===== config.mk =====
export PLATFORM = sky130hd
export DESIGN_NAME = bounded_list_insert_search
export DESIGN_NICKNAME = d
export VERILOG_FILES = /design/src/design/blis_pkg.sv /design/src/design/bounded_list_insert_search.sv /design/src/design/blis_cell.sv
export SDC_FILE = /design/constraint.sdc
export NUM_CORES = 2
export LEC_CHECK = 0
export ABC_CLOCK_PERIOD_IN_PS = 12100
export BUFFER_PORTS_ARGS = -buffer_cell sky130_fd_sc_hd__buf_2
export CORE_MARGIN = 10
export CORE_UTILIZATION = 50
export DETAILED_ROUTE_END_ITERATION = 16
export HOLD_SLACK_MARGIN = 0.02
export PLACE_DENSITY = 0.65
export SLEW_MARGIN = 15
export SYNTH_ARGS = -nofsm -noshare
export SYNTH_HDL_FRONTEND = slang
export SYNTH_SLANG_ARGS = --single-unit

===== constraint.sdc =====
create_clock -name clk -period 12.1 [get_ports clk]
set_clock_uncertainty 0.1 [all_clocks]
set_input_delay 0.605 -clock clk [delete_from_list [all_inputs] [get_ports clk]]
set_output_delay 0.605 -clock clk [all_outputs]
set_load 0.01 [all_outputs]

===== src/design/blis_pkg.sv =====
`timescale 1ns / 1ps
package blis_pkg;

  localparam int DATA_W    = 32;
  localparam int ACT_W     = 2;
  localparam int STAT_W    = 3;
  localparam int POS_W     = 7;
  localparam int DEPTH_DEF = 64;

  // Match flags examined per scan cycle, and the index width within that group.
  localparam int SCAN_LANES = 8;
  localparam int LANE_IDX_W = $clog2(SCAN_LANES);

  localparam int IN_TDATA_W  = ((ACT_W + DATA_W + 7) / 8) * 8;
  localparam int OUT_TDATA_W = ((STAT_W + 2 * POS_W + 7) / 8) * 8;

  localparam logic [ACT_W-1:0] ACT_FRONT  = 2'd0;
  localparam logic [ACT_W-1:0] ACT_END    = 2'd1;
  localparam logic [ACT_W-1:0] ACT_SEARCH = 2'd2;

  localparam logic [STAT_W-1:0] STAT_INSERTED  = 3'd0;
  localparam logic [STAT_W-1:0] STAT_FULL      = 3'd1;
  localparam logic [STAT_W-1:0] STAT_FOUND     = 3'd2;
  localparam logic [STAT_W-1:0] STAT_NOT_FOUND = 3'd3;
  localparam logic [STAT_W-1:0] STAT_EMPTY     = 3'd4;

  // Per-cycle commands broadcast to every cell.
  typedef struct packed {
    logic shift;   // insert at front: every cell takes its left neighbor's value
    logic append;  // insert at end: the cell at the current length loads the value
    logic search;  // every cell compares its value with the key
    logic step;    // match flags move SCAN_LANES cells toward the front
  } blis_ctl_t;

endpackage


===== src/design/bounded_list_insert_search.sv =====
`timescale 1ns / 1ps
// Bounded list of up to DEPTH signed 32-bit values with insert at either end
// and search for the first entry equal to a key.
// Requests arrive on the in_ stream: action (insert at front, insert at end,
// or search) and value. Every request yields exactly one result on the out_
// stream carrying status, the 1-based match position and the list length.
// A new request may follow an accepted insert in the next cycle, so inserts run
// at one per cycle while the receiver keeps up. A search compares every cell with
// the key in the accept cycle, then walks the match flags toward the front eight
// cells per cycle; a longer list keeps it busy longer, and it ends sooner when the
// match lies near the front. The scan group width of the match chain sets the
// step of that walk. With the output free, out_tvalid rises once the result of
// an insert, of a search of the empty list, or of the scan cycle that ends any
// other search has passed the result register and then the output register.
// Results pass through a result register and an output register, so one
// further request is taken while a finished result waits for out_tready;
// after that in_tready stays low until the receiver drains the output.
// Reset (rst_n low, synchronous) empties the list and drops any pending
// result; stored values are not cleared and need not be.
module bounded_list_insert_search import blis_pkg::*; #(
  parameter int DEPTH = DEPTH_DEF
) (
  input  logic                   clk,
  input  logic                   rst_n,
  input  logic                   in_tvalid,
  output logic                   in_tready,
  input  logic [IN_TDATA_W-1:0]  in_tdata,   // [1:0] action, [33:2] value, rest zero
  output logic                   out_tvalid,
  input  logic                   out_tready,
  output logic [OUT_TDATA_W-1:0] out_tdata   // [2:0] status, [9:3] position, [16:10] length
);

  localparam int CNT_W = $clog2(DEPTH + 1);
  localparam int EXT_W = (CNT_W + 1 > POS_W) ? CNT_W + 1 : POS_W;

  localparam logic S_IDLE = 1'b0;
  localparam logic S_SCAN = 1'b1;

  // Control state.
  logic             state_r, state_nxt;
  logic [CNT_W-1:0] count_r, count_nxt;
  logic [CNT_W-1:0] base_r, base_nxt;
  logic             res_v_r, res_v_nxt;
  logic             out_valid_r;

  // Result payload.
  logic [STAT_W-1:0] res_stat_r, res_stat_nxt;
  logic [POS_W-1:0]  res_pos_r, res_pos_nxt;
  logic [POS_W-1:0]  res_len_r, res_len_nxt;
  logic [OUT_TDATA_W-1:0] out_data_r;

  logic              accept, res_move, res_free, res_load, full;
  logic [ACT_W-1:0]  in_action;
  logic [DATA_W-1:0] in_value;
  blis_ctl_t         ctl;

  logic [DATA_W-1:0]     cell_data [DEPTH];
  logic [DEPTH-1:0]      cell_match;
  logic [SCAN_LANES-1:0] lanes;
  logic                  hit;
  logic [LANE_IDX_W-1:0] hit_idx;
  logic [EXT_W-1:0]      hit_pos, count_ext, count_inc_ext;
  logic                  scan_end;

  assign in_action = in_tdata[ACT_W-1:0];
  assign in_value  = in_tdata[ACT_W+DATA_W-1:ACT_W];

  assign full     = count_r == CNT_W'(DEPTH);
  assign res_move = res_v_r && (!out_valid_r || out_tready);
  assign res_free = !res_v_r || res_move;
  assign in_tready = (state_r == S_IDLE) && res_free;
  assign accept   = in_tvalid && in_tready;

  // The chain of cells: cell 0 holds the front entry.
  for (genvar g = 0; g < DEPTH; g++) begin : g_cell
    logic [DATA_W-1:0] prev_d;
    logic              next_m;
    if (g == 0) begin : g_first
      assign prev_d = in_value;
    end else begin : g_rest
      assign prev_d = cell_data[g-1];
    end
    if (g + SCAN_LANES < DEPTH) begin : g_mnext
      assign next_m = cell_match[g+SCAN_LANES];
    end else begin : g_mlast
      assign next_m = 1'b0;
    end
    blis_cell #(
      .IDX   (g),
      .CNT_W (CNT_W)
    ) u_cell (
      .clk       (clk),
      .rst_n     (rst_n),
      .ctl       (ctl),
      .count     (count_r),
      .in_val    (in_value),
      .prev_data (prev_d),
      .match_in  (next_m),
      .data_out  (cell_data[g]),
      .match_out (cell_match[g])
    );
  end

  // The front SCAN_LANES cells form the scan window.
  for (genvar l = 0; l < SCAN_LANES; l++) begin : g_lane
    if (l < DEPTH) begin : g_real
      assign lanes[l] = cell_match[l];
    end else begin : g_pad
      assign lanes[l] = 1'b0;
    end
  end

  always_comb begin
    hit     = 1'b0;
    hit_idx = '0;
    for (int l = SCAN_LANES - 1; l >= 0; l--) begin
      if (lanes[l]) begin
        hit     = 1'b1;
        hit_idx = LANE_IDX_W'(l);
      end
    end
  end

  assign hit_pos       = EXT_W'(base_r) + EXT_W'(hit_idx) + EXT_W'(1);
  assign scan_end      = (EXT_W'(base_r) + EXT_W'(SCAN_LANES)) >= EXT_W'(count_r);
  assign count_ext     = EXT_W'(count_r);
  assign count_inc_ext = EXT_W'(count_r) + EXT_W'(1);

  always_comb begin
    state_nxt    = state_r;
    count_nxt    = count_r;
    base_nxt     = base_r;
    res_load     = 1'b0;
    res_stat_nxt = res_stat_r;
    res_pos_nxt  = res_pos_r;
    res_len_nxt  = res_len_r;
    ctl          = '0;

    case (state_r)
      S_IDLE: begin
        if (accept) begin
          res_load    = 1'b1;
          res_pos_nxt = '0;
          res_len_nxt = count_ext[POS_W-1:0];
          if (in_action[1]) begin
            // Search; an unused action code also lands here.
            if (count_r == '0) begin
              res_stat_nxt = STAT_EMPTY;
            end else begin
              res_load   = 1'b0;
              ctl.search = 1'b1;
              base_nxt   = '0;
              state_nxt  = S_SCAN;
            end
          end else if (full) begin
            res_stat_nxt = STAT_FULL;
          end else begin
            ctl.shift    = in_action == ACT_FRONT;
            ctl.append   = in_action == ACT_END;
            count_nxt    = count_r + CNT_W'(1);
            res_stat_nxt = STAT_INSERTED;
            res_len_nxt  = count_inc_ext[POS_W-1:0];
          end
        end
      end
      S_SCAN: begin
        if (res_free) begin
          res_len_nxt = count_ext[POS_W-1:0];
          if (hit) begin
            res_load     = 1'b1;
            res_stat_nxt = STAT_FOUND;
            res_pos_nxt  = hit_pos[POS_W-1:0];
            state_nxt    = S_IDLE;
          end else if (scan_end) begin
            res_load     = 1'b1;
            res_stat_nxt = STAT_NOT_FOUND;
            res_pos_nxt  = '0;
            state_nxt    = S_IDLE;
          end else begin
            ctl.step = 1'b1;
            base_nxt = base_r + CNT_W'(SCAN_LANES);
          end
        end
      end
      default: begin
        state_nxt = S_IDLE;
      end
    endcase
  end

  assign res_v_nxt = res_load ? 1'b1 : (res_move ? 1'b0 : res_v_r);

  always_ff @(posedge clk) begin
    if (!rst_n) begin
      state_r     <= S_IDLE;
      count_r     <= '0;
      base_r      <= '0;
      res_v_r     <= 1'b0;
      out_valid_r <= 1'b0;
    end else begin
      state_r <= state_nxt;
      count_r <= count_nxt;
      base_r  <= base_nxt;
      res_v_r <= res_v_nxt;
      if (res_move) begin
        out_valid_r <= 1'b1;
      end else if (out_tready) begin
        out_valid_r <= 1'b0;
      end
    end
  end

  always_ff @(posedge clk) begin
    res_stat_r <= res_stat_nxt;
    res_pos_r  <= res_pos_nxt;
    res_len_r  <= res_len_nxt;
    if (res_move) begin
      out_data_r <= OUT_TDATA_W'({res_len_r, res_pos_r, res_stat_r});
    end
  end

  assign out_tvalid = out_valid_r;
  assign out_tdata  = out_data_r;

  // No request is taken while a search scan is running.
  a_no_accept_in_scan: assert property (@(posedge clk) disable iff (!rst_n)
    state_r == S_SCAN |-> !in_tready)
    else $error("request accepted during search scan");

  // The list never holds more than DEPTH entries.
  a_count_bound: assert property (@(posedge clk) disable iff (!rst_n)
    count_r <= CNT_W'(DEPTH))
    else $error("entry count above depth");

  // An accepted insert into a list that is not full grows it by one.
  a_insert_grows: assert property (@(posedge clk) disable iff (!rst_n)
    accept && !in_action[1] && !full |=> count_r == $past(count_r) + CNT_W'(1))
    else $error("insert did not grow the list");

  // A found position lies inside the list: it is never zero.
  a_found_pos: assert property (@(posedge clk) disable iff (!rst_n)
    res_v_r && (res_stat_r == STAT_FOUND) |-> (res_pos_r != '0))
    else $error("found result with zero position");

endmodule


===== src/design/blis_cell.sv =====
`timescale 1ns / 1ps
module blis_cell import blis_pkg::*; #(
  parameter int IDX   = 0,
  parameter int CNT_W = 7
) (
  input  logic              clk,
  input  logic              rst_n,
  input  blis_ctl_t         ctl,
  input  logic [CNT_W-1:0]  count,
  input  logic [DATA_W-1:0] in_val,
  input  logic [DATA_W-1:0] prev_data,
  input  logic              match_in,
  output logic [DATA_W-1:0] data_out,
  output logic              match_out
);

  localparam logic [CNT_W-1:0] IDX_C = CNT_W'(IDX);

  logic [DATA_W-1:0] data_r;
  logic              match_r;
  logic              occupied;

  assign occupied = IDX_C < count;

  always_ff @(posedge clk) begin
    if (ctl.shift) begin
      data_r <= prev_data;
    end else if (ctl.append && (IDX_C == count)) begin
      data_r <= in_val;
    end
  end

  always_ff @(posedge clk) begin
    if (!rst_n) begin
      match_r <= 1'b0;
    end else if (ctl.search) begin
      match_r <= occupied && (data_r == in_val);
    end else if (ctl.step) begin
      match_r <= match_in;
    end
  end

  assign data_out  = data_r;
  assign match_out = match_r;

endmodule

## Yosys cells after proc, flatten, opt, wreduce, memory -nomap -nowiden

Index checks and enable logic that the tools add are counted.

- Bits in registers: 2163
- Output and inout port bits: 26
- Logic and storage cells: 871

- Add/sub/neg operators: 6
- Order comparisons: 65
- Equal/unequal tests: 137
- Mux-type cells: 314
- Bitwise logic cells: 3
- Reductions and logical operators: 209

Operators with widths:

| operator | count |
|---|---|
| 32-bit two-way mux | 128 |
| 32-bit equality test | 64 |
| 6-bit by 7-bit equality test with 1-bit output, first input constant | 32 |
| 6-bit by 7-bit < comparator with 1-bit output, first input constant | 32 |
| 1-bit two-way mux | 148 |
| 2-bit nonzero test | 67 |
| 1-bit logical AND | 131 |
| 5-bit by 7-bit equality test with 1-bit output, first input constant | 16 |
| 5-bit by 7-bit < comparator with 1-bit output, first input constant | 16 |
| 7-bit two-way mux | 14 |
| 4-bit by 7-bit equality test with 1-bit output, first input constant | 8 |
| 4-bit by 7-bit < comparator with 1-bit output, first input constant | 8 |
| 3-bit two-way mux | 16 |
| 7-bit one-hot mux with 2 select lines | 3 |
| 3-bit by 7-bit equality test with 1-bit output, first input constant | 4 |
| 3-bit by 7-bit < comparator with 1-bit output, first input constant | 4 |
| 7-bit by 1-bit adder with 7-bit output, second input constant | 3 |
| 2-bit by 7-bit equality test with 1-bit output, first input constant | 2 |
| 1-bit by 7-bit < comparator with 1-bit output, first input constant | 2 |
| 2-bit by 7-bit < comparator with 1-bit output, first input constant | 2 |
| 2-bit inequality test, second input constant | 5 |
| 7-bit by 4-bit adder with 8-bit output, second input constant | 1 |
| 8-bit by 7-bit >= comparator with 1-bit output | 1 |
| 4-bit AND reduction | 2 |
| other kinds (19) | 25 |

## Logic depth before layout (Yosys ltp)

- Depth after elaboration: 13
- Gate-level depth with buffers: 14

## Worst setup path after synthesis

OpenSTA, ideal clock, no wires.

- Path type: register to register
- From: register count_r[0]
- To: register g_cell[53].u_cell.data_r[0] (enable)
- Arrival time: 4.613 ns
- Data required time: 11.534 ns
- Slack: 6.921 ns
- Cell stages (with the launch flop): 12
- Path buffers: 4
- Clock period less this slack: 5.179 ns
- Cells stage by stage: dfxtp_1 -> clkbuf_1 -> buf_1 -> inv_1 -> ha_1 -> or4b_1 -> buf_2 -> o2111a_1 -> buf_6 -> and3_1 -> nand4_1 -> o21ai_0

- Cells in the longest elaborated chain, start to end: 7
- Elaborated cells between the ends (all ways): 8

Ends and longest elaborated chain:

| what | RTL line | text |
|---|---|---|
| start, declared | bounded_list_insert_search.sv:41 | `logic [CNT_W-1:0] count_r, count_nxt;` |
| start signal, assigned | bounded_list_insert_search.sv:202 | `count_r <= count_nxt;` |
| 7-bit equality test | bounded_list_insert_search.sv:68 | `assign full = count_r == CNT_W'(DEPTH);` |
| 2-bit two-way mux | bounded_list_insert_search.sv:155 | `end else if (full) begin` |
| 2-bit two-way mux | bounded_list_insert_search.sv:145 | `if (in_action[1]) begin` |
| 3-bit two-way mux | bounded_list_insert_search.sv:141 | `if (accept) begin` |
| 3-bit two-way mux | bounded_list_insert_search.sv:139 | `case (state_r)` |
| 1-bit logical AND | blis_cell.sv:28 | `end else if (ctl.append && (IDX_C == count)) begin` |
| 2-bit nonzero test (no source line) * | - |  |
| end signal, assigned | blis_cell.sv:27 | `data_r <= prev_data;` |
| end signal, assigned | blis_cell.sv:29 | `data_r <= in_val;` |
| end, declared | blis_cell.sv:19 | `logic [DATA_W-1:0] data_r;` |

Mark *: on every way between the ends. The rest lies on a longest branch, timed or not.
A chain may end at the register's enable or synchronous reset.

## Final worst setup path

- From: register count_r[1]
- To: register g_cell[15].u_cell.data_r[0] (data pin)

- Cells in the longest elaborated chain, start to end: 6

Ends and longest elaborated chain:

| what | RTL line | text |
|---|---|---|
| 7-bit equality test | bounded_list_insert_search.sv:68 |  |
| 2-bit two-way mux | bounded_list_insert_search.sv:155 |  |
| 2-bit two-way mux | bounded_list_insert_search.sv:145 |  |
| 3-bit two-way mux | bounded_list_insert_search.sv:141 |  |
| 3-bit two-way mux | bounded_list_insert_search.sv:139 |  |
| 32-bit two-way mux | blis_cell.sv:26 | `if (ctl.shift) begin` |
| end signal, assigned | blis_cell.sv:27 |  |
| end signal, assigned | blis_cell.sv:29 |  |
| end, declared | blis_cell.sv:19 |  |

No other way between the ends.

==> impl_metrics.toml <==
[synth]
syn_avg_cell_area_um2 = 13.52
yosysMostFrequentCell = "edfxtp_1"
ys_ff_latch = 2160
syn_inst = 8219
yosys.area.top_type = "edfxtp_1"
ys_warn_count = 0
yosys-top-cells-count = "edfxtp_1, a21o_1, xnor2_1, nand4_1, clkbuf_1"
synthArstFlopShare_pct = 0
synthFlopType = "edfxtp_1"
synthesis.area_mm2 = 0.1111
netlist-cell-type-count = 68
synth_area_leaders = "edfxtp_1, xnor2_1, a21o_1"
yosysSeqAreaShare_pct = 57.69
synth_top_area_share_pct = 56.28
synth-edff-count = 2082

[setup_path]
criticalPathCategory = "reg -> reg"
end_kind = "register"
worstPathMaxFanout = 41
start_kind = "register"
cp.arrival_ps = 6470
required_ps = 12700

[sta]
max-slew-margin-rel_pct = 8.611
worstMarginPinSlew_ps = 1358
finalSetupViolCount = 0
fin_tns_setup_ps = 0
finalCritPeriodShare_pct = 48.52
grt_setup_unrepaired = "false"
slew_viol_final = 0
finalHoldViolations = 0
setup_slack_ps = 6229
max_freq_ghz = 0.1703
fin_crit_ps = 5871

[finish]
design_area_mm2 = 0.1185
fillers = 18450
multi_input_area_mm2 = 0.04133
final-instance-count-excl-fill = 11110
drive_gt1_share_pct = 8.216
nNetsFinal = 8004
areaGrowthSynthToFinish_pct = 6.673
register_area_mm2 = 0.06408

[floorplanning]
io-pin-count = 70
coreArea_mm2 = 0.2204
row_count = 172
dieArea_mm2 = 0.2414
die_width_um = 491.4
die-height_um = 491.4
initial_core_util_pct = 50.41

[run]
maxCapViolations = 0

[drt]
wl_met3_mm = 43.80
wl_met2_mm = 169.2
via_per_inst = 6.520
drcViolationCount = 0
dr.max_layer_used = "met5"
ant_nets = 0
dr.first_iter.drc_count = 10840
vias = 72420
wl_mm = 383.6
met1_length_mm = 150.6
wire_per_inst_um = 34.54
dr.pass1.iters = 5

[place]
gp_congestion = 0.9605
dp_hpwl_mm = 244.5
dp_cells = 10670
portBuffers = 56
place_area_mm2 = 0.1110
pre_cts_slack_ps = 6412

[cts]
clk_pin_slew_worst_paths_ps = 70
cts.path.max_buffers = 3
cts.sinks = 2160
h-tree-depth = 4
cts_setup_buffers = 0
clk-insertion-delay-late_ps = 920
cts_root_buf = "clkbuf_16"
cts_tree = "built"
numCtsBuffers = 224

[grt]
grt_max_degree = 250
grt_usage_pct = 30.58
antenna_found_initial = 18
grt-ovfl-total = 0
grt_pass1_vias = 70730
grt_first_pass_wirelength_mm = 538.5

[power_and_ir_drop]
powerDensity_mw_per_mm2 = 149.9
max-vdd-ir-drop_v = 0.0001618
p_int_mw = 13.20
power_frac_clock_pct = 39.6
p_sw_share_pct = 25.71
p_seq_share_pct = 49.3
combPwrFrac_pct = 11.1
p_leak_nw = 45.54
p_sw_mw = 4.569

[outcome]
status = "complete, no violations"

[worst_hold_path]
hold_path.class = "in -> reg"
routing by layer:
metal	vias to the layer above	global-route usage [%]
met2	4781	46.24
met3	931	7.384
met1	37070	41.85
met4	10	13.48
li1	29630	-
met5	-	0
layout make-up:
cell class / count / share of cell area (%)
sequential: 2160 / 54.08
multi-input combinational: 5308 / 34.87
clock buffer: 285 / 5.046
tap: 2958 / 3.123
timing repair buffer: 236 / 1.700
clock inverter: 135 / 1.108
inverter: 19 / 0.06018
antenna: 6 / 0.01267
layout by cell type (no fill, tap or decap), types with 6 or more instances in the layout:
cell       instances
nand2_1           61
nor4_1           115
ha_1              11
nand3_1           75
o21ai_0           30
buf_2             24
bufinv_16         21
o21ai_2           19
mux2i_1           26
xnor2_1         1857
inv_1             16
buf_6             32
a21o_1          2017
o21ai_4           28
and2_4            32
a21oi_4           16
dfxtp_1           78
buf_12             8
nor2_1            41
and3_1             6
diode_2            6
a211oi_1          14
a31oi_1           23
nand4_1          509
conb_1             7
clkinv_2          44
clkbuf_1          51
clkbuf_16        228
o22ai_1            6
clkinv_1          56
clkbuf_8           6
nor3_1            68
buf_4            167
a21oi_1           57
xor2_1           203
edfxtp_1        2082
critical path, stage by stage (launching register included):
cell      delay, ps
dfxtp_1         540
inv_1           210
ha_1            350
or4b_1          630
o2111a_1        540
nand2b_4        770
buf_4           720
and2_4          850
buf_4           670
a21o_1          150
logic make-up after synthesis:
| family | after synthesis | share of synthesized area [%] |
|---|---|---|
| AOI/OAI and AO/OA | 2254 | 14.93 |
| xor gates and xnor gates | 2060 | 16.24 |
| adders and majority gates | 11 | 0.1239 |
| buffers and inverters | 757 | 5.709 |
| DFF | 2160 | 57.69 |
| muxes | 28 | 0.2545 |
| other | 1 | 0.003376 |
| and+or+nand+nor | 948 | 5.048 |
through the flow:
step,utilization [%],power (mW),hold WS [ps]
4_1_cts,53.70,17.72,34.39
5_1_grt,53.77,18.16,51.79
3_3_place_gp,50.38,10.80,356.4
3_5_place_dp,50.38,10.82,365.3
2_1_floorplan,-,10.28,300.3
6_report,53.77,17.77,83.08
registers in the layout, summed over array words and instances, names as in the netlist:
name and flops:
base_r 4, res_pos_r 7, g_cell.u_cell.data_out 2048, state_r 1, out_tdata 17, out_tvalid 1
res_v_r 1, res_len_r 7, g_cell.u_cell.match_out 64, count_r 7, res_stat_r 3
path summary, 6_finish.rpt:
check	startpoint	end	slack (ps)	cells after the start
setup reg to reg	count_r[1]$_SDFFE_PN0P_	g_cell[15].u_cell.data_out[0]$_DFFE_PP_	6230	9
setup / recovery	count_r[1]$_SDFFE_PN0P_	g_cell[15].u_cell.data_out[0]$_DFFE_PP_	6230	9
hold reg to reg	g_cell[10].u_cell.match_out$_SDFFE_PN0P_	g_cell[10].u_cell.match_out$_SDFFE_PN0P_	380	2
hold / removal	in_tdata[28]	g_cell[0].u_cell.data_out[26]$_DFFE_PP_	80	1
power groups by stage:
stage / sequential, mW / clock [mW] / combinational [mW]
floorplan: 8.84 / 0 / 1.44
global placement: 8.91 / 0 / 1.89
detailed placement: 8.90 / 0 / 1.91
CTS: 8.75 / 7.04 / 1.93
global route: 8.77 / 7.33 / 2.06
finish: 8.75 / 7.04 / 1.98
repair_timing:
item / CTS / global route
hold endpoints to repair: 2 / 0
gates resized for setup: 0 / 0
hold buffers: 1 / 0
No activity file was read; power rests on OpenSTA's default activity.
